File: src/hdl/assert_macros.svh
// Assertion macros used by the decoder RTL.
`ifndef ASSERT_MACROS_SVH
`define ASSERT_MACROS_SVH

// Condition must hold at every clock edge outside reset.
`define ASSERT_ALWAYS(label, cond, msg) \
   label: assert property (@(posedge clock) disable iff (reset) (cond)) else $error(msg);

// When trig holds, cond must hold at the next clock edge.
`define ASSERT_NEXT(label, trig, cond, msg) \
   label: assert property (@(posedge clock) disable iff (reset) (trig) |=> (cond)) \
      else $error(msg);

`endif

File: src/hdl/uld_pkg.sv
// Types, constants and helper functions of the URI list percent decoder.
package uld_pkg;

   localparam int HOST_CHARS = 16;
   localparam int HOST_LIMIT = (HOST_CHARS < 16) ? HOST_CHARS : 16;

   localparam logic [1:0] KIND_BYTE   = 2'd0;
   localparam logic [1:0] KIND_ACCEPT = 2'd1;
   localparam logic [1:0] KIND_REJECT = 2'd2;

   localparam logic [1:0] CSR_HOST_FIRST  = 2'd0;
   localparam logic [1:0] CSR_HOST_SECOND = 2'd1;
   localparam logic [1:0] CSR_HOST_LENGTH = 2'd2;

   localparam logic [7:0] CHAR_PERCENT = 8'h25;
   localparam logic [7:0] CHAR_SLASH   = 8'h2F;

   typedef enum logic [2:0] {
      MODE_IDLE,
      MODE_PREFIX,
      MODE_HOST,
      MODE_BODY,
      MODE_ESC1,
      MODE_ESC2,
      MODE_SKIP
   } mode_type;

   // Results caused by one input item: prefix flush, optional byte, optional end marker.
   typedef struct packed {
      logic [2:0] pre_start;
      logic [2:0] pre_cnt;
      logic       has_byte;
      logic [7:0] byte_val;
      logic       has_end;
      logic       end_reject;
   } event_type;

   typedef struct packed {
      logic [2:0] pre_start;
      logic [2:0] pre_cnt;
      logic       has_byte;
      logic [7:0] byte_val;
      logic       end_reject;
      logic [2:0] total;
   } group_type;

   // "file:/" one character at a time
   function automatic logic [7:0] prefix_char(input logic [2:0] idx);
      logic [7:0] ch;
      case (idx)
         3'd0: ch = 8'h66;
         3'd1: ch = 8'h69;
         3'd2: ch = 8'h6C;
         3'd3: ch = 8'h65;
         3'd4: ch = 8'h3A;
         3'd5: ch = CHAR_SLASH;
         default: ch = 8'h00;
      endcase
      return ch;
   endfunction

   function automatic logic is_space(input logic [7:0] c);
      return (c == 8'h20) || ((c >= 8'h09) && (c <= 8'h0D));
   endfunction

   // bit 4 set when c is a hex digit, value in bits 3:0
   function automatic logic [4:0] hex_decode(input logic [7:0] c);
      logic [4:0] r;
      r = 5'd0;
      if ((c >= 8'h30) && (c <= 8'h39)) begin
         r = {1'b1, 4'(c - 8'h30)};
      end else if ((c >= 8'h61) && (c <= 8'h66)) begin
         r = {1'b1, 4'(c - 8'h57)};
      end else if ((c >= 8'h41) && (c <= 8'h46)) begin
         r = {1'b1, 4'(c - 8'h37)};
      end
      return r;
   endfunction

endpackage

File: src/hdl/uri_list_percent_decoder.sv
// URI list percent decoder: splits text into URIs, strips file prefixes, decodes escapes.
//
// Usage
//   req_* carries one text byte per transfer; req_buffer_end marks the last byte of a
//   buffer, after which any open URI is closed. rsp_* carries result items: a decoded
//   byte, or an accept / reject marker at the end of each URI. rsp_run_last flags the
//   last result caused by one input byte. A transfer happens when valid is high and
//   stall is low. csr_* writes the hostname (two 64-bit words, first byte in the low
//   bits) and its length; write only while no results are outstanding.
// Timing
//   An input byte updates the scan state in the cycle it is taken; its results are
//   registered in a two-entry queue of result groups between the scanner and the output
//   and show on rsp_* one per cycle while rsp_stall is low. One byte is taken per cycle
//   as long as each byte makes at most one result and rsp_stall is low. A byte that
//   flushes held prefix bytes makes up to seven results and holds the output for all of
//   them; the input stalls only when both queue entries are occupied.
// Reset
//   Synchronous reset clears the hostname registers, returns the scanner to between
//   URIs and empties the result queue. A stalled receiver freezes rsp_* in place.
module uri_list_percent_decoder (
   input  logic        clock,
   input  logic        reset,
   input  logic        req_valid,
   output logic        req_stall,
   input  logic [7:0]  req_text_byte,
   input  logic        req_buffer_end,
   output logic        rsp_valid,
   input  logic        rsp_stall,
   output logic [1:0]  rsp_result_kind,
   output logic [7:0]  rsp_decoded_byte,
   output logic        rsp_run_last,
   input  logic        csr_write,
   input  logic [1:0]  csr_index,
   input  logic [63:0] csr_data
);

   logic [63:0] host_first_ff;
   logic [63:0] host_second_ff;
   logic [4:0]  host_length_ff;
   logic [4:0]  host_len;

   uld_pkg::mode_type mode_ff, mode_in;
   logic [4:0] match_ff, match_in;
   logic [3:0] hex_ff, hex_in;

   uld_pkg::event_type evt;
   uld_pkg::group_type grp_new;
   uld_pkg::group_type grp_ff [2];
   uld_pkg::group_type head;
   logic       wr_ptr_ff, rd_ptr_ff;
   logic [1:0] cnt_ff;
   logic [2:0] pos_ff;

   logic req_xfer, rsp_xfer, push, pop;

   assign host_len = (host_length_ff > 5'(uld_pkg::HOST_LIMIT)) ?
                     5'(uld_pkg::HOST_LIMIT) : host_length_ff;

   assign req_stall = (cnt_ff == 2'd2);
   assign req_xfer  = req_valid && !req_stall;
   assign rsp_valid = (cnt_ff != 2'd0);
   assign rsp_xfer  = rsp_valid && !rsp_stall;

   // configuration
   always_ff @(posedge clock) begin
      if (reset) begin
         host_first_ff  <= '0;
         host_second_ff <= '0;
         host_length_ff <= '0;
      end else if (csr_write) begin
         case (csr_index)
            uld_pkg::CSR_HOST_FIRST:  host_first_ff  <= csr_data;
            uld_pkg::CSR_HOST_SECOND: host_second_ff <= csr_data;
            uld_pkg::CSR_HOST_LENGTH: host_length_ff <= csr_data[4:0];
            default: ;
         endcase
      end
   end

   // scanner next state and per-byte events
   always_comb begin : scan_next
      logic [7:0]   c;
      logic         ws;
      logic [4:0]   hx;
      logic [2:0]   pm;
      logic [7:0]   hbyte;
      logic [127:0] host_all;
      logic         run_body, run_host, run_end;
      c        = req_text_byte;
      ws       = uld_pkg::is_space(c);
      hx       = uld_pkg::hex_decode(c);
      pm       = match_ff[2:0];
      hbyte    = 8'h00;
      host_all = {host_second_ff, host_first_ff};
      run_body = 1'b0;
      run_host = 1'b0;
      run_end  = 1'b0;
      mode_in  = mode_ff;
      match_in = match_ff;
      hex_in   = hex_ff;
      evt      = '0;
      evt.byte_val = c;

      if ((mode_in == uld_pkg::MODE_IDLE) && !ws) begin
         mode_in  = uld_pkg::MODE_PREFIX;
         match_in = 5'd0;
      end

      if (mode_in != uld_pkg::MODE_IDLE) begin
         if (ws) begin
            run_end = 1'b1;
         end else begin
            case (mode_in)
               uld_pkg::MODE_PREFIX: begin
                  pm = match_in[2:0];
                  if (pm < 3'd6) begin
                     if (c == uld_pkg::prefix_char(pm)) begin
                        match_in = 5'(pm + 3'd1);
                     end else begin
                        evt.pre_cnt = pm;
                        mode_in     = uld_pkg::MODE_BODY;
                        run_body    = 1'b1;
                     end
                  end else if (pm == 3'd6) begin
                     if (c != uld_pkg::CHAR_SLASH) begin
                        evt.pre_start = 3'd5;
                        evt.pre_cnt   = 3'd1;
                        mode_in       = uld_pkg::MODE_BODY;
                        run_body      = 1'b1;
                     end else begin
                        match_in = 5'd7;
                     end
                  end else begin
                     match_in = 5'd0;
                     if ((c == uld_pkg::CHAR_SLASH) || (host_len == 5'd0)) begin
                        mode_in  = uld_pkg::MODE_BODY;
                        run_body = 1'b1;
                     end else begin
                        mode_in  = uld_pkg::MODE_HOST;
                        run_host = 1'b1;
                     end
                  end
               end
               uld_pkg::MODE_HOST: run_host = 1'b1;
               default:            run_body = 1'b1;
            endcase
         end
      end

      if (run_host) begin
         hbyte = match_in[4] ? 8'h00 : host_all[{match_in[3:0], 3'b000} +: 8];
         if (c == hbyte) begin
            match_in = 5'(match_in + 5'd1);
            if (match_in >= host_len) mode_in = uld_pkg::MODE_BODY;
         end else begin
            mode_in = uld_pkg::MODE_SKIP;
         end
      end

      if (run_body) begin
         case (mode_in)
            uld_pkg::MODE_BODY: begin
               if (c == uld_pkg::CHAR_PERCENT) mode_in = uld_pkg::MODE_ESC1;
               else evt.has_byte = 1'b1;
            end
            uld_pkg::MODE_ESC1: begin
               if (!hx[4]) begin
                  mode_in = uld_pkg::MODE_SKIP;
               end else begin
                  hex_in  = hx[3:0];
                  mode_in = uld_pkg::MODE_ESC2;
               end
            end
            uld_pkg::MODE_ESC2: begin
               if (!hx[4]) begin
                  mode_in = uld_pkg::MODE_SKIP;
               end else begin
                  evt.has_byte = 1'b1;
                  evt.byte_val = {hex_in, hx[3:0]};
                  mode_in      = uld_pkg::MODE_BODY;
               end
            end
            default: ;
         endcase
      end

      // close the URI on whitespace or at the end of the buffer
      if (run_end || req_buffer_end) begin
         pm = match_in[2:0];
         case (mode_in)
            uld_pkg::MODE_IDLE: ;
            uld_pkg::MODE_BODY: evt.has_end = 1'b1;
            uld_pkg::MODE_PREFIX: begin
               evt.has_end = 1'b1;
               if (pm < 3'd6) begin
                  evt.pre_start = 3'd0;
                  evt.pre_cnt   = pm;
               end else if (pm == 3'd6) begin
                  evt.pre_start = 3'd5;
                  evt.pre_cnt   = 3'd1;
               end else begin
                  evt.end_reject = (host_len != 5'd0);
               end
            end
            default: begin
               evt.has_end    = 1'b1;
               evt.end_reject = 1'b1;
            end
         endcase
         mode_in  = uld_pkg::MODE_IDLE;
         match_in = 5'd0;
         hex_in   = 4'd0;
      end
   end

   // result group for the queue
   always_comb begin
      grp_new.pre_start  = evt.pre_start;
      grp_new.pre_cnt    = evt.pre_cnt;
      grp_new.has_byte   = evt.has_byte;
      grp_new.byte_val   = evt.byte_val;
      grp_new.end_reject = evt.end_reject;
      grp_new.total      = evt.pre_cnt + {2'b00, evt.has_byte} + {2'b00, evt.has_end};
   end

   always_ff @(posedge clock) begin
      if (reset) begin
         mode_ff  <= uld_pkg::MODE_IDLE;
         match_ff <= '0;
         hex_ff   <= '0;
      end else if (req_xfer) begin
         mode_ff  <= mode_in;
         match_ff <= match_in;
         hex_ff   <= hex_in;
      end
   end

   // result group queue
   assign head = grp_ff[rd_ptr_ff];
   assign push = req_xfer && (grp_new.total != 3'd0);
   assign pop  = rsp_xfer && rsp_run_last;

   always_ff @(posedge clock) begin
      if (push) grp_ff[wr_ptr_ff] <= grp_new;
   end

   always_ff @(posedge clock) begin
      if (reset) begin
         wr_ptr_ff <= 1'b0;
         rd_ptr_ff <= 1'b0;
         cnt_ff    <= 2'd0;
         pos_ff    <= 3'd0;
      end else begin
         if (push) wr_ptr_ff <= !wr_ptr_ff;
         if (pop) rd_ptr_ff <= !rd_ptr_ff;
         if (push && !pop) cnt_ff <= cnt_ff + 2'd1;
         else if (pop && !push) cnt_ff <= cnt_ff - 2'd1;
         if (pop) pos_ff <= 3'd0;
         else if (rsp_xfer) pos_ff <= pos_ff + 3'd1;
      end
   end

   // item selection within the head group
   always_comb begin
      rsp_run_last = (pos_ff == head.total - 3'd1);
      if (pos_ff < head.pre_cnt) begin
         rsp_result_kind  = uld_pkg::KIND_BYTE;
         rsp_decoded_byte = uld_pkg::prefix_char(head.pre_start + pos_ff);
      end else if ((pos_ff == head.pre_cnt) && head.has_byte) begin
         rsp_result_kind  = uld_pkg::KIND_BYTE;
         rsp_decoded_byte = head.byte_val;
      end else begin
         rsp_result_kind  = head.end_reject ? uld_pkg::KIND_REJECT : uld_pkg::KIND_ACCEPT;
         rsp_decoded_byte = 8'h00;
      end
   end

`include "assert_macros.svh"

   `ASSERT_ALWAYS(a_pos_in_group, (cnt_ff == 2'd0) || (pos_ff < head.total), "bad item index")
   `ASSERT_ALWAYS(a_prefix_match, mode_ff != uld_pkg::MODE_PREFIX || match_ff < 5'd8, "bad prefix")
   `ASSERT_ALWAYS(a_queue_depth, cnt_ff <= 2'd2, "result queue overflow")
   `ASSERT_NEXT(a_end_idle, req_xfer && req_buffer_end, mode_ff == uld_pkg::MODE_IDLE, "open URI")

endmodule
File: config.mk
export PLATFORM = sky130hd
export DESIGN_NAME = uri_list_percent_decoder
export DESIGN_NICKNAME = d
export VERILOG_FILES = /design/src/hdl/uld_pkg.sv /design/src/hdl/uri_list_percent_decoder.sv
export VERILOG_INCLUDE_DIRS = /design/src /design/src/hdl
export SDC_FILE = /design/constraint.sdc
export NUM_CORES = 1
export LEC_CHECK = 0
export BUFFER_PORTS_ARGS = -buffer_cell sky130_fd_sc_hd__buf_2
export CAP_MARGIN = 10
export CORE_AREA = 2 2 185 187
export CTS_BUF_LIST = sky130_fd_sc_hd__clkbuf_16
export CTS_CLUSTER_DIAMETER = 40
export CTS_CLUSTER_SIZE = 25
export DETAILED_ROUTE_END_ITERATION = 8
export DIE_AREA = 0 0 187 189
export PLACE_DENSITY = 0.45
export SETUP_SLACK_MARGIN = 0.4
export SYNTH_ARGS = -nofsm -noshare
export SYNTH_HDL_FRONTEND = slang
export SYNTH_SLANG_ARGS = --single-unit
File: constraint.sdc
create_clock -name clock -period 15.6 [get_ports clock]
set_input_delay 1.56 -clock clock [delete_from_list [all_inputs] [get_ports clock]]
set_output_delay 1.56 -clock clock [all_outputs]
set_load 0.05 [all_outputs]
==> results.txt, run 1 <==
status -> completed
Lkg Pwr -> 4.41 nW
CTS tree -> done
async set or reset register ratio after synthesis -> 0
CTS Root Cell -> clkbuf_16
Worst Reg-to-Reg Cells -> 41
Crit path top cell by count -> a21oi_1
unrepaired setup endpoints after global routing -> false
highest-delay cell along the critical path -> buf_4
TritonCTS Buffers -> 17
row cnt -> 67
crit start category -> input port
MaxCap Viol Count -> 0
Starting Density -> 0.306
CP arrival -> 11.98 ns
detailed-route DRC error count -> 0
commonest non-fill, non-tap cell in the layout -> nand2_1
clk buf depth -> 2
Tmin final -> 11.62 ns
share of layout cells above drive strength 1 -> 0.149
fmax -> 0.0861 GHz
Die Area -> 35300 um2
ANT cells -> 0
CP Capture Type -> register
crit path from -> req_text_byte[0]
Die Y-Extent -> 189 um
Reg2Reg Setup Slack -> 5.05 ns
Least-Margin Pin Slew -> 1.08 ns
largest area contributor in the netlist -> dfxtp_1
Final Cycle Share -> 0.745
I/O Pins -> 93
worst-path maximum fanout -> 66
top cells by area in the synthesized netlist -> dfxtp_1, nand2_1, edfxtp_1, a21oi_1, mux2i_1
WL/cell -> 17.6 um
met3 WL post-DR -> 844 um
PD cells -> 113 nW/um2
Syn Nets -> 1348
Worst Path Required -> 15.96 ns
min-delay worst type -> reg -> reg
Area Growth Syn to Fin -> 12.9%
DR pass1 iterations -> 5
Worst-Skew Late Latency -> 0.44 ns
Cell variety after synth -> 89
top sig layer -> met4
Die Width -> 187 um
initial antenna violation count -> 0
CTS H-tree depth -> 4
CP max stage delay -> 0.83 ns
overall routed net length -> 30700 um
nets -> 1388
via count of the routed design -> 8748
clock skew -> 0.0124 ns
FF+latch area -> 4080 um2
All-Layer GR Usage -> 0.173
mux cell area share after synthesis -> 0.0986
maximum VDD drop -> 0.0810 mV
Antenna Violating Nets Remaining -> 0
P_sw -> 0.000456 W
Core ar. -> 33300 um2
simple-gate portion of the synthesized area -> 0.218
largest delay contributor family on the critical path -> simple AND/OR/NAND/NOR gates
clk sink count -> 187
r2r endpoint -> cnt_ff[1]
flops & latches, synth -> 187
Overflow after GRT -> 0
setup TNS -> 0 ns
predominant post-synthesis flop cell -> dfxtp_1
register area share after synthesis -> 0.400
CP Capture Point -> cnt_ff[1]
met1 wire length -> 14400 um
hold_buf cts -> 0
RD Place Congestion -> 0.858
Cells after Synth -> 1245
Syn Std Cell Area -> 10200 um2
reg-to-reg startpoint -> mode_ff[2]
crit path kind -> in -> reg
largest net degree at the start of global routing -> 88
number of vias per cell -> 5.01
adder-cell area share of the yosys netlist -> 0.0290
Synth top area share -> 0.300
first-pass GRT wire length -> 48300 um
drt initial violations -> 549
post-synthesis compound-gate area fraction -> 0.180
Fin. Hold Viols -> 0
XOR/XNOR Fraction of Synth Area -> 0.0265
final slew viol count -> 0
Multi-input gate area -> 5660 um2
Clock power frac -> 0.323
clock transition at the registers of the reported paths -> 0.08 ns
port buffer count -> 92
Crit path depth -> 44
Syn Area/Cell -> 8.19 um2
Comb pwr share -> 0.258
Int Power -> 0.000848 W
Post-CTS Setup Bufs -> 0
Design Power -> 0.00130 W
fill count -> 3609
DP Wirelength -> 21300 um
Seq pwr share -> 0.419
number of endpoints failing setup at the final stage -> 0
Buf+Inv Stages, Crit Path -> 8
cts repair resizes -> 0
EDFF count, synth -> 34
metal2 WL -> 15100 um
Relative slew margins -> 0.277
largest family of logic cells by synthesized area -> simple AND/OR/NAND/NOR gates
total of warnings raised by yosys -> 0
vias in the first global route -> 8546
Switching Share -> 0.349
most frequent cells in the layout -> nand2_1, a21oi_1, dfxtp_1
## how the worst min path moves through the flow
| stage | depth (start not counted) | end | slack [ns] | startpoint |
|---|---|---|---|---|
| finish | 2 | host_second_ff[37] | 0.45 | host_second_ff[37] |
| global route | 2 | host_second_ff[61] | 0.47 | host_second_ff[61] |
| CTS | 2 | host_second_ff[37] | 0.46 | host_second_ff[37] |
| detailed placement | 2 | host_second_ff[37] | 0.44 | host_second_ff[37] |
| global placement | 2 | host_first_ff[6] | 0.44 | host_first_ff[6] |
| floorplan | 2 | host_first_ff[33] | 0.43 | host_first_ff[33] |
## sequential cells by signal (all words and copies together), names as in the netlist, named ones only
| name | count |
|---|---|
| wr_ptr_ff | 1 |
| match_ff | 5 |
| host_second_ff | 64 |
| cnt_ff | 2 |
| grp_ff | 34 |
| pos_ff | 3 |
| hex_ff | 4 |
| host_length_ff | 5 |
| rd_ptr_ff | 1 |
| host_first_ff | 64 |
| mode_ff | 3 |
## Yosys cell counts (4+ instances only)
cell type	instances
a21o_1	8
a21oi_2	4
edfxtp_1	34
xnor2_1	19
nand3b_1	4
buf_6	5
nand4_1	4
nand3_1	13
and2_1	6
nand2b_1	9
a211oi_1	7
buf_4	6
clkbuf_1	57
a21oi_1	177
nor3_1	15
nor2_1	63
a31oi_1	14
nor2b_1	8
nor3b_1	6
o21ai_1	4
mux2_2	19
or2_2	5
a22oi_1	5
o31ai_1	5
xor2_1	10
mux2i_1	78
ha_1	22
o21ai_0	32
buf_1	7
dfxtp_1	153
o211ai_1	6
nor4_1	11
inv_1	25
and3_1	6
buf_2	8
a211o_1	5
nand2_1	309
## cells by family after synthesis
| logic type | after synthesis |
|---|---|
| xor gates and xnor gates | 30 |
| DFF | 187 |
| and+or+nand+nor | 491 |
| AOI/OAI and AO/OA | 306 |
| muxes | 98 |
| buffers and inverters | 110 |
| adders and majority gates | 23 |
## cell type report
class | instances | area share
multi-input cells | 948 | 0.491
flip-flops and latches | 187 | 0.355
well taps | 448 | 0.0487
repair buffers | 104 | 0.0480
clock buffers | 17 | 0.0369
clock inverters | 14 | 0.0117
inverters | 27 | 0.00880
## stage by stage
step            util  instances  hold WS, ns  setup slack [ns]  cell area [um2]
2_1_floorplan      -       1245        0.433              4.34            10200
3_3_place_gp   0.329       1714        0.441              3.91            11000
3_5_place_dp   0.329       1714        0.443              3.60            11000
4_1_cts        0.346       1745        0.456              4.00            11500
5_1_grt        0.346       1745        0.469              2.93            11500
6_report       0.346       1745        0.454              3.98            11500
## worst reg2reg max path: cells and delay by family (launching register included)
kind / cells / cell delay [ns]
AND/OR/NAND/NOR: 13 / 3.33
AO/OA/AOI/OAI: 14 / 2.68
adder cells (fa/ha/maj): 7 / 2.09
buffers and inverters: 5 / 1.38
XOR/XNOR: 2 / 0.54
flip-flops: 1 / 0.45
## per-layer routing
layer / GRT usage / vias up
met3: 0.0276 / 20
li1: - / 4420
met5: 0 / -
met1: 0.224 / 4162
met4: 0.0424 / 0
met2: 0.303 / 146
## power groups by stage
stage | logic [W] | clock network [W] | registers, W
floorplan | 0.000260 | 0 | 0.000548
global placement | 0.000338 | 0 | 0.000557
detailed placement | 0.000339 | 0 | 0.000558
CTS | 0.000341 | 0.000435 | 0.000547
global route | 0.000368 | 0.000452 | 0.000550
finish | 0.000336 | 0.000421 | 0.000546
Note: power is estimated with default switching activity, not from simulation.
==> run 2: changes to the inputs <==
==> constraint.sdc (replaced) <==
create_clock -name clock -period 11.1 [get_ports clock]
set_input_delay 1.11 -clock clock [delete_from_list [all_inputs] [get_ports clock]]
set_output_delay 1.11 -clock clock [all_outputs]
set_load 0.05 [all_outputs]
==> run 2 against run 1 <==
Largest cell class unchanged. Critical endpoint unchanged. Setup slack got worse by 3.0 ns. Critical path type unchanged. Highest routed layer unchanged. Critical path depth decreased by 4. Flip-flop and latch count unchanged. Largest power group unchanged. Clock power rose by 48%. Cell area up 1.6%.
==> results.txt, run 2 (same netlist as run 1, synthesis figures left out) <==
status -> completed (unchanged)
Clock power frac -> 0.332 (was 0.323)
ANT cells -> 0 (unchanged)
Placed Cells -> 1725 (was 1714)
vias in the first global route -> 8723 (was 8546)
worst-path maximum fanout -> 28 (was 66)
Post-CTS Setup Bufs -> 0 (unchanged)
Die Width -> 187 um (unchanged)
reg-to-reg startpoint -> mode_ff[0] (was mode_ff[2])
Starting Density -> 0.306 (unchanged)
port buffer count -> 92 (unchanged)
DR pass1 iterations -> 5 (unchanged)
Worst Path Required -> 11.47 ns (was 15.96 ns)
overall routed net length -> 31400 um (was 30700 um)
final core occ -> 0.352 (was 0.346)
Crit path top cell by count -> a21oi_1 (unchanged)
Crit path depth -> 40 (was 44)
hold_buf cts -> 0 (unchanged)
biggest regs -> host_first_ff x64, host_second_ff x64, grp_ff x34 (unchanged)
CP Capture Point -> cnt_ff[1] (unchanged)
setup TNS -> 0 ns (unchanged)
drt initial violations -> 490 (was 549)
Fin. Hold Viols -> 0 (unchanged)
Die Y-Extent -> 189 um (unchanged)
r2r endpoint -> cnt_ff[1] (unchanged)
maximum VDD drop -> 0.130 mV (was 0.0810 mV)
crit path kind -> in -> reg (unchanged)
clk sink count -> 187 (unchanged)
clock skew -> 0.0148 ns (was 0.0124 ns)
hold path start -> host_second_ff[15] (was host_second_ff[37])
CP arrival -> 10.49 ns (was 11.98 ns)
min-delay worst type -> reg -> reg (unchanged)
largest net degree at the start of global routing -> 79 (was 88)
CP Capture Type -> register (unchanged)
highest-delay cell along the critical path -> a2111o_2 (was buf_4)
unrepaired setup endpoints after global routing -> false (unchanged)
Relative slew margins -> 0.323 (was 0.277)
Buf+Inv Stages, Crit Path -> 7 (was 8)
Seq pwr share -> 0.409 (was 0.419)
WL/cell -> 17.9 um (was 17.6 um)
Worst Reg-to-Reg Cells -> 37 (was 41)
Least-Margin Pin Slew -> 1.01 ns (was 1.08 ns)
fmax -> 0.0988 GHz
number of endpoints failing setup at the final stage -> 0 (unchanged)
I/O Pins -> 93 (unchanged)
via count of the routed design -> 8907 (was 8748)
CP max stage delay -> 0.57 ns (was 0.83 ns)
DP Wirelength -> 21700 um (was 21300 um)
clock transition at the registers of the reported paths -> 0.07 ns (was 0.08 ns)
commonest non-fill, non-tap cell in the layout -> nand2_1 (unchanged)
final slew viol count -> 0 (unchanged)
All-Layer GR Usage -> 0.178 (was 0.173)
Die Area -> 35300 um2 (unchanged)
Layout Cells excl Fill -> 1758 (was 1745)
nets -> 1400 (was 1388)
clk buf depth -> 2 (unchanged)
PD cells -> 161 nW/um2 (was 113 nW/um2)
Final Cycle Share -> 0.912
Comb pwr share -> 0.259 (was 0.258)
P_sw -> 0.000639 W (was 0.000456 W)
largest delay contributor family on the critical path -> compound AO/OA/AOI/OAI gates (was simple AND/OR/NAND/NOR gates)
CTS tree -> done (unchanged)
Overflow after GRT -> 0 (unchanged)
MaxCap Viol Count -> 0 (unchanged)
detailed-route DRC error count -> 0 (unchanged)
row cnt -> 67 (unchanged)
crit path from -> req_text_byte[0] (unchanged)
initial antenna violation count -> 0 (unchanged)
Antenna Violating Nets Remaining -> 0 (unchanged)
Tmin final -> 10.13 ns
crit start category -> input port (unchanged)
share of layout cells above drive strength 1 -> 0.162 (was 0.149)
number of vias per cell -> 5.07 (was 5.01)
most frequent cells in the layout -> nand2_1, a21oi_1, dfxtp_1 (unchanged)
first-pass GRT wire length -> 49400 um (was 48300 um)
CTS H-tree depth -> 4 (unchanged)
CTS Root Cell -> clkbuf_16 (unchanged)
RD Place Congestion -> 0.879 (was 0.858)
Lkg Pwr -> 4.51 nW (was 4.41 nW)
TritonCTS Buffers -> 17 (unchanged)
Core ar. -> 33300 um2 (unchanged)
Int Power -> 0.00124 W (was 0.000848 W)
Reg2Reg Setup Slack -> 1.66 ns (was 5.05 ns)
Switching Share -> 0.340 (was 0.349)
Worst-Skew Late Latency -> 0.45 ns (was 0.44 ns)
Area Growth Syn to Fin -> 14.7% (was 12.9%)
-- run 2: metal layers --
metal / up-vias / wire length, um / GRT usage
li1: 4452 / - / -
met1: 4246 / 14400 / 0.229
met2: 175 / 15200 / 0.303
met3: 34 / 1160 / 0.0272
met4: 0 / 735 / 0.0656
met5: - / 0 / 0
-- run 2: layout make-up --
cell class	count	area [um2]
multi-input combinational	948	5700
fill	3600	21600
clock inverter	15	163
sequential	187	4080
clock buffer	17	425
inverter	27	101
tap	448	561
timing repair buffer	116	664
-- run 2: tightest hold or removal path: cells and delay by family, from the launching register on --
family / cells / cell delay [ns]
simple gates: 1 / 0.05
compound gates: 1 / 0.05
flops: 1 / 0.31
-- run 2: worst min-delay path by stage --
stage                         endpoint  slack, ns  cells after the start
finish              host_second_ff[15]       0.45                      2
CTS                 host_second_ff[15]       0.46                      2
global route        host_second_ff[24]       0.47                      2
detailed placement   host_first_ff[53]       0.45                      2
global placement     host_first_ff[12]       0.44                      2
floorplan            host_first_ff[33]       0.43                      2
-- run 2: power by group through the flow --
stage	Clock [W]	Combinational [W]	Sequential (W)
floorplan	0	0.000366	0.000771
global placement	0	0.000482	0.000783
detailed placement	0	0.000483	0.000784
CTS	0.000644	0.000485	0.000768
global route	0.000668	0.000533	0.000774
finish	0.000623	0.000487	0.000768
-- run 2: stage by stage --
| step | hold WS (ns) | power (W) | cell area, um2 | setup WS (ns) |
|---|---|---|---|---|
| 2_1_floorplan | 0.433 | 0.00114 | 10200 | 0.294 |
| 3_3_place_gp | 0.439 | 0.00127 | 11100 | 0.502 |
| 3_5_place_dp | 0.447 | 0.00127 | 11100 | 0.269 |
| 4_1_cts | 0.456 | 0.00190 | 11600 | 0.686 |
| 5_1_grt | 0.474 | 0.00198 | 11700 | 0.345 |
| 6_report | 0.454 | 0.00188 | 11700 | 0.974 |
-- run 2: timing repair --
action / in CTS / in global routing
gates resized for setup: 0 / 10
setup endpoints to repair: 0 / 37
endpoints found under the hold margin: 0 / 0
==> run 3: changes to the inputs <==
--- a/config.mk
+++ b/config.mk
@@ -6,15 +6,15 @@
 export SDC_FILE = /design/constraint.sdc
 export NUM_CORES = 1
 export LEC_CHECK = 0
-export BUFFER_PORTS_ARGS = -buffer_cell sky130_fd_sc_hd__buf_2
 export CAP_MARGIN = 10
-export CORE_AREA = 2 2 185 187
+export CORE_AREA = 2 2 152 228
 export CTS_BUF_LIST = sky130_fd_sc_hd__clkbuf_16
 export CTS_CLUSTER_DIAMETER = 40
 export CTS_CLUSTER_SIZE = 25
 export DETAILED_ROUTE_END_ITERATION = 8
-export DIE_AREA = 0 0 187 189
-export PLACE_DENSITY = 0.45
+export DIE_AREA = 0 0 154 230
+export DONT_BUFFER_PORTS = 1
+export PLACE_DENSITY = 0.42
 export SETUP_SLACK_MARGIN = 0.4
 export SYNTH_ARGS = -nofsm -noshare
 export SYNTH_HDL_FRONTEND = slang
==> run 3 against run 2 <==
Die area is 0.22% higher. Sequential share of layout area rose by 1.4 points. Wire length increased by 3.9%. Global-route usage is 1.0 points higher. Cell area decreased by 4.0%. Power shrank 3.0%. Largest cell class unchanged.
==> results.txt, run 3 (same netlist as run 1, synthesis figures left out) <==
clk buf depth -> 2 (unchanged)
Tmin final -> 9.76 ns (was 10.13 ns)
CTS H-tree depth -> 4 (unchanged)
GRT met3 Usage -> 0.0390 (was 0.0272)
cts repair resizes -> 0 (unchanged)
CTS tree -> done (unchanged)
worst-path maximum fanout -> 36 (was 28)
global routing usage on met1 -> 0.202 (was 0.229)
Placed Cells -> 1611 (was 1725)
share of layout cells above drive strength 1 -> 0.103 (was 0.162)
Area Growth Syn to Fin -> 10.2% (was 14.7%)
hold path depth -> 2 (unchanged)
Lkg Pwr -> 4.15 nW (was 4.51 nW)
min-delay worst type -> reg -> reg (unchanged)
Multi-input gate area -> 5720 um2 (was 5700 um2)
initial antenna violation count -> 0 (unchanged)
placed inst area -> 10700 um2 (was 11100 um2)
Core ar. -> 33300 um2 (about the same)
detailed-route DRC error count -> 0 (unchanged)
DP Wirelength -> 23300 um (was 21700 um)
unrepaired setup endpoints after global routing -> false (unchanged)
nets -> 1313 (was 1400)
Worst-Skew Late Latency -> 0.45 ns (about the same)
hold_buf cts -> 0 (unchanged)
status -> completed (unchanged)
Crit path top cell by count -> ha_1 (was a21oi_1)
ANT cells -> 0 (unchanged)
Top Usage Layer GRT -> met2 (unchanged)
I/O Pins -> 93 (unchanged)
Overflow after GRT -> 0 (unchanged)
overall routed net length -> 32700 um (was 31400 um)
TritonCTS Buffers -> 17 (unchanged)
via count of the routed design -> 8516 (was 8907)
RD Place Congestion -> 0.899 (was 0.879)
maximum VDD drop -> 0.114 mV (was 0.130 mV)
Final Cycle Share -> 0.879 (was 0.912)
crit start category -> input port (unchanged)
clk sink count -> 187 (unchanged)
DR pass1 iterations -> 5 (unchanged)
number of vias per cell -> 5.18 (was 5.07)
most frequent cells in the layout -> nand2_1, a21oi_1, dfxtp_1 (unchanged)
grt met2 use -> 0.349 (was 0.303)
MaxCap Viol Count -> 0 (unchanged)
design area -> 11200 um2 (was 11700 um2)
clock transition at the registers of the reported paths -> 0.07 ns (about the same)
vias in the first global route -> 8614 (was 8723)
Least-Margin Pin Slew -> 1.00 ns (was 1.01 ns)
Worst Path Required -> 11.48 ns (was 11.47 ns)
Starting Density -> 0.306 (about the same)
setup TNS -> 0 ns (unchanged)
row cnt -> 82 (was 67)
number of endpoints failing setup at the final stage -> 0 (unchanged)
final slew viol count -> 0 (unchanged)
WL/cell -> 19.9 um (was 17.9 um)
Die Width -> 154 um (was 187 um)
FF+latch area -> 4080 um2 (unchanged)
drt initial violations -> 488 (was 490)
clock skew -> 0.0122 ns (was 0.0148 ns)
CTS Root Cell -> clkbuf_16 (unchanged)
Relative slew margins -> 0.331 (was 0.323)
Die Area -> 35400 um2 (was 35300 um2)
Worst Reg-to-Reg Cells -> 43 (was 37)
crit path kind -> in -> reg (unchanged)
Post-CTS Setup Bufs -> 0 (unchanged)
CP Capture Type -> register (unchanged)
highest-delay cell along the critical path -> nor4_1 (was a2111o_2)
Antenna Violating Nets Remaining -> 0 (unchanged)
commonest non-fill, non-tap cell in the layout -> nand2_1 (unchanged)
largest net degree at the start of global routing -> 153 (was 79)
first-pass GRT wire length -> 51100 um (was 49400 um)
final core occ -> 0.337 (was 0.352)
port buffer count -> 0 (was 92)
Layout Cells excl Fill -> 1643 (was 1758)
All-Layer GR Usage -> 0.188 (was 0.178)
CP max stage delay -> 0.41 ns (was 0.57 ns)
Die Y-Extent -> 230 um (was 189 um)
biggest regs -> host_first_ff x64, host_second_ff x64, grp_ff x34 (unchanged)
fmax -> 0.102 GHz (was 0.0988 GHz)
PD cells -> 162 nW/um2 (was 161 nW/um2)
Fin. Hold Viols -> 0 (unchanged)
CP arrival -> 10.14 ns (was 10.49 ns)
fill count -> 3577 (was 3600)
==> run 3: changes by cell type in the layout (fill, tap and decap cells not counted), moves of 3 or more <==
cell and change:
buf_2 -91, o31ai_1 -4, buf_12 +3, o31ai_2 +4, buf_4 +3, inv_6 -3
==> run 3: metrics by stage <==
stage | total power [W] | setup slack [ns] | hold slack, ns
after detailed placement | 0.00125 | 0.608 | 0.444
after CTS | 0.00185 | 1.07 | 0.453
after global routing | 0.00192 | 0.487 | 0.471
after global placement | 0.00125 | 0.827 | 0.438
final | 0.00182 | 1.34 | 0.454
after floorplan | 0.00114 | 0.294 | 0.433
==> run 3: final cells by class <==
class	instances	share of cell area
tap	420	0.0468
sequential	187	0.364
timing repair buffer	29	0.0227
multi-input combinational	948	0.509
inverter	27	0.00902
clock buffer	17	0.0379
clock inverter	15	0.0114
==> run 3: final timing paths <==
path	from	end	slack, ns
setup / recovery	req_text_byte[1]	cnt_ff[1]	1.34
hold / removal	host_first_ff[25]	host_first_ff[25]	0.45
setup reg to reg	mode_ff[2]	cnt_ff[1]	1.59
hold reg to reg	host_first_ff[25]	host_first_ff[25]	0.45
==> run 3: per-layer routing <==
layer / up-vias / wire length (um)
met3: 60 / 1250
met4: 0 / 1380
met5: - / 0
met1: 4019 / 12600
li1: 4274 / -
met2: 163 / 17400
==> run 3: critical path, delay by kind of cell <==
family	cells	cell delay, ns
buffers and inverters	6	0.67
xor gates and xnor gates	3	0.70
adders and majority gates	8	2.07
AOI/OAI and AO/OA	14	2.67
and+or+nand+nor	14	2.86
==> run 3: where the power goes <==
part / switching, W / internal [W]
Combinational: 0.000304 / 0.000154
Clock: 0.000287 / 0.000309
Sequential: 0.0000285 / 0.000739
Total: 0.000620 / 0.00120
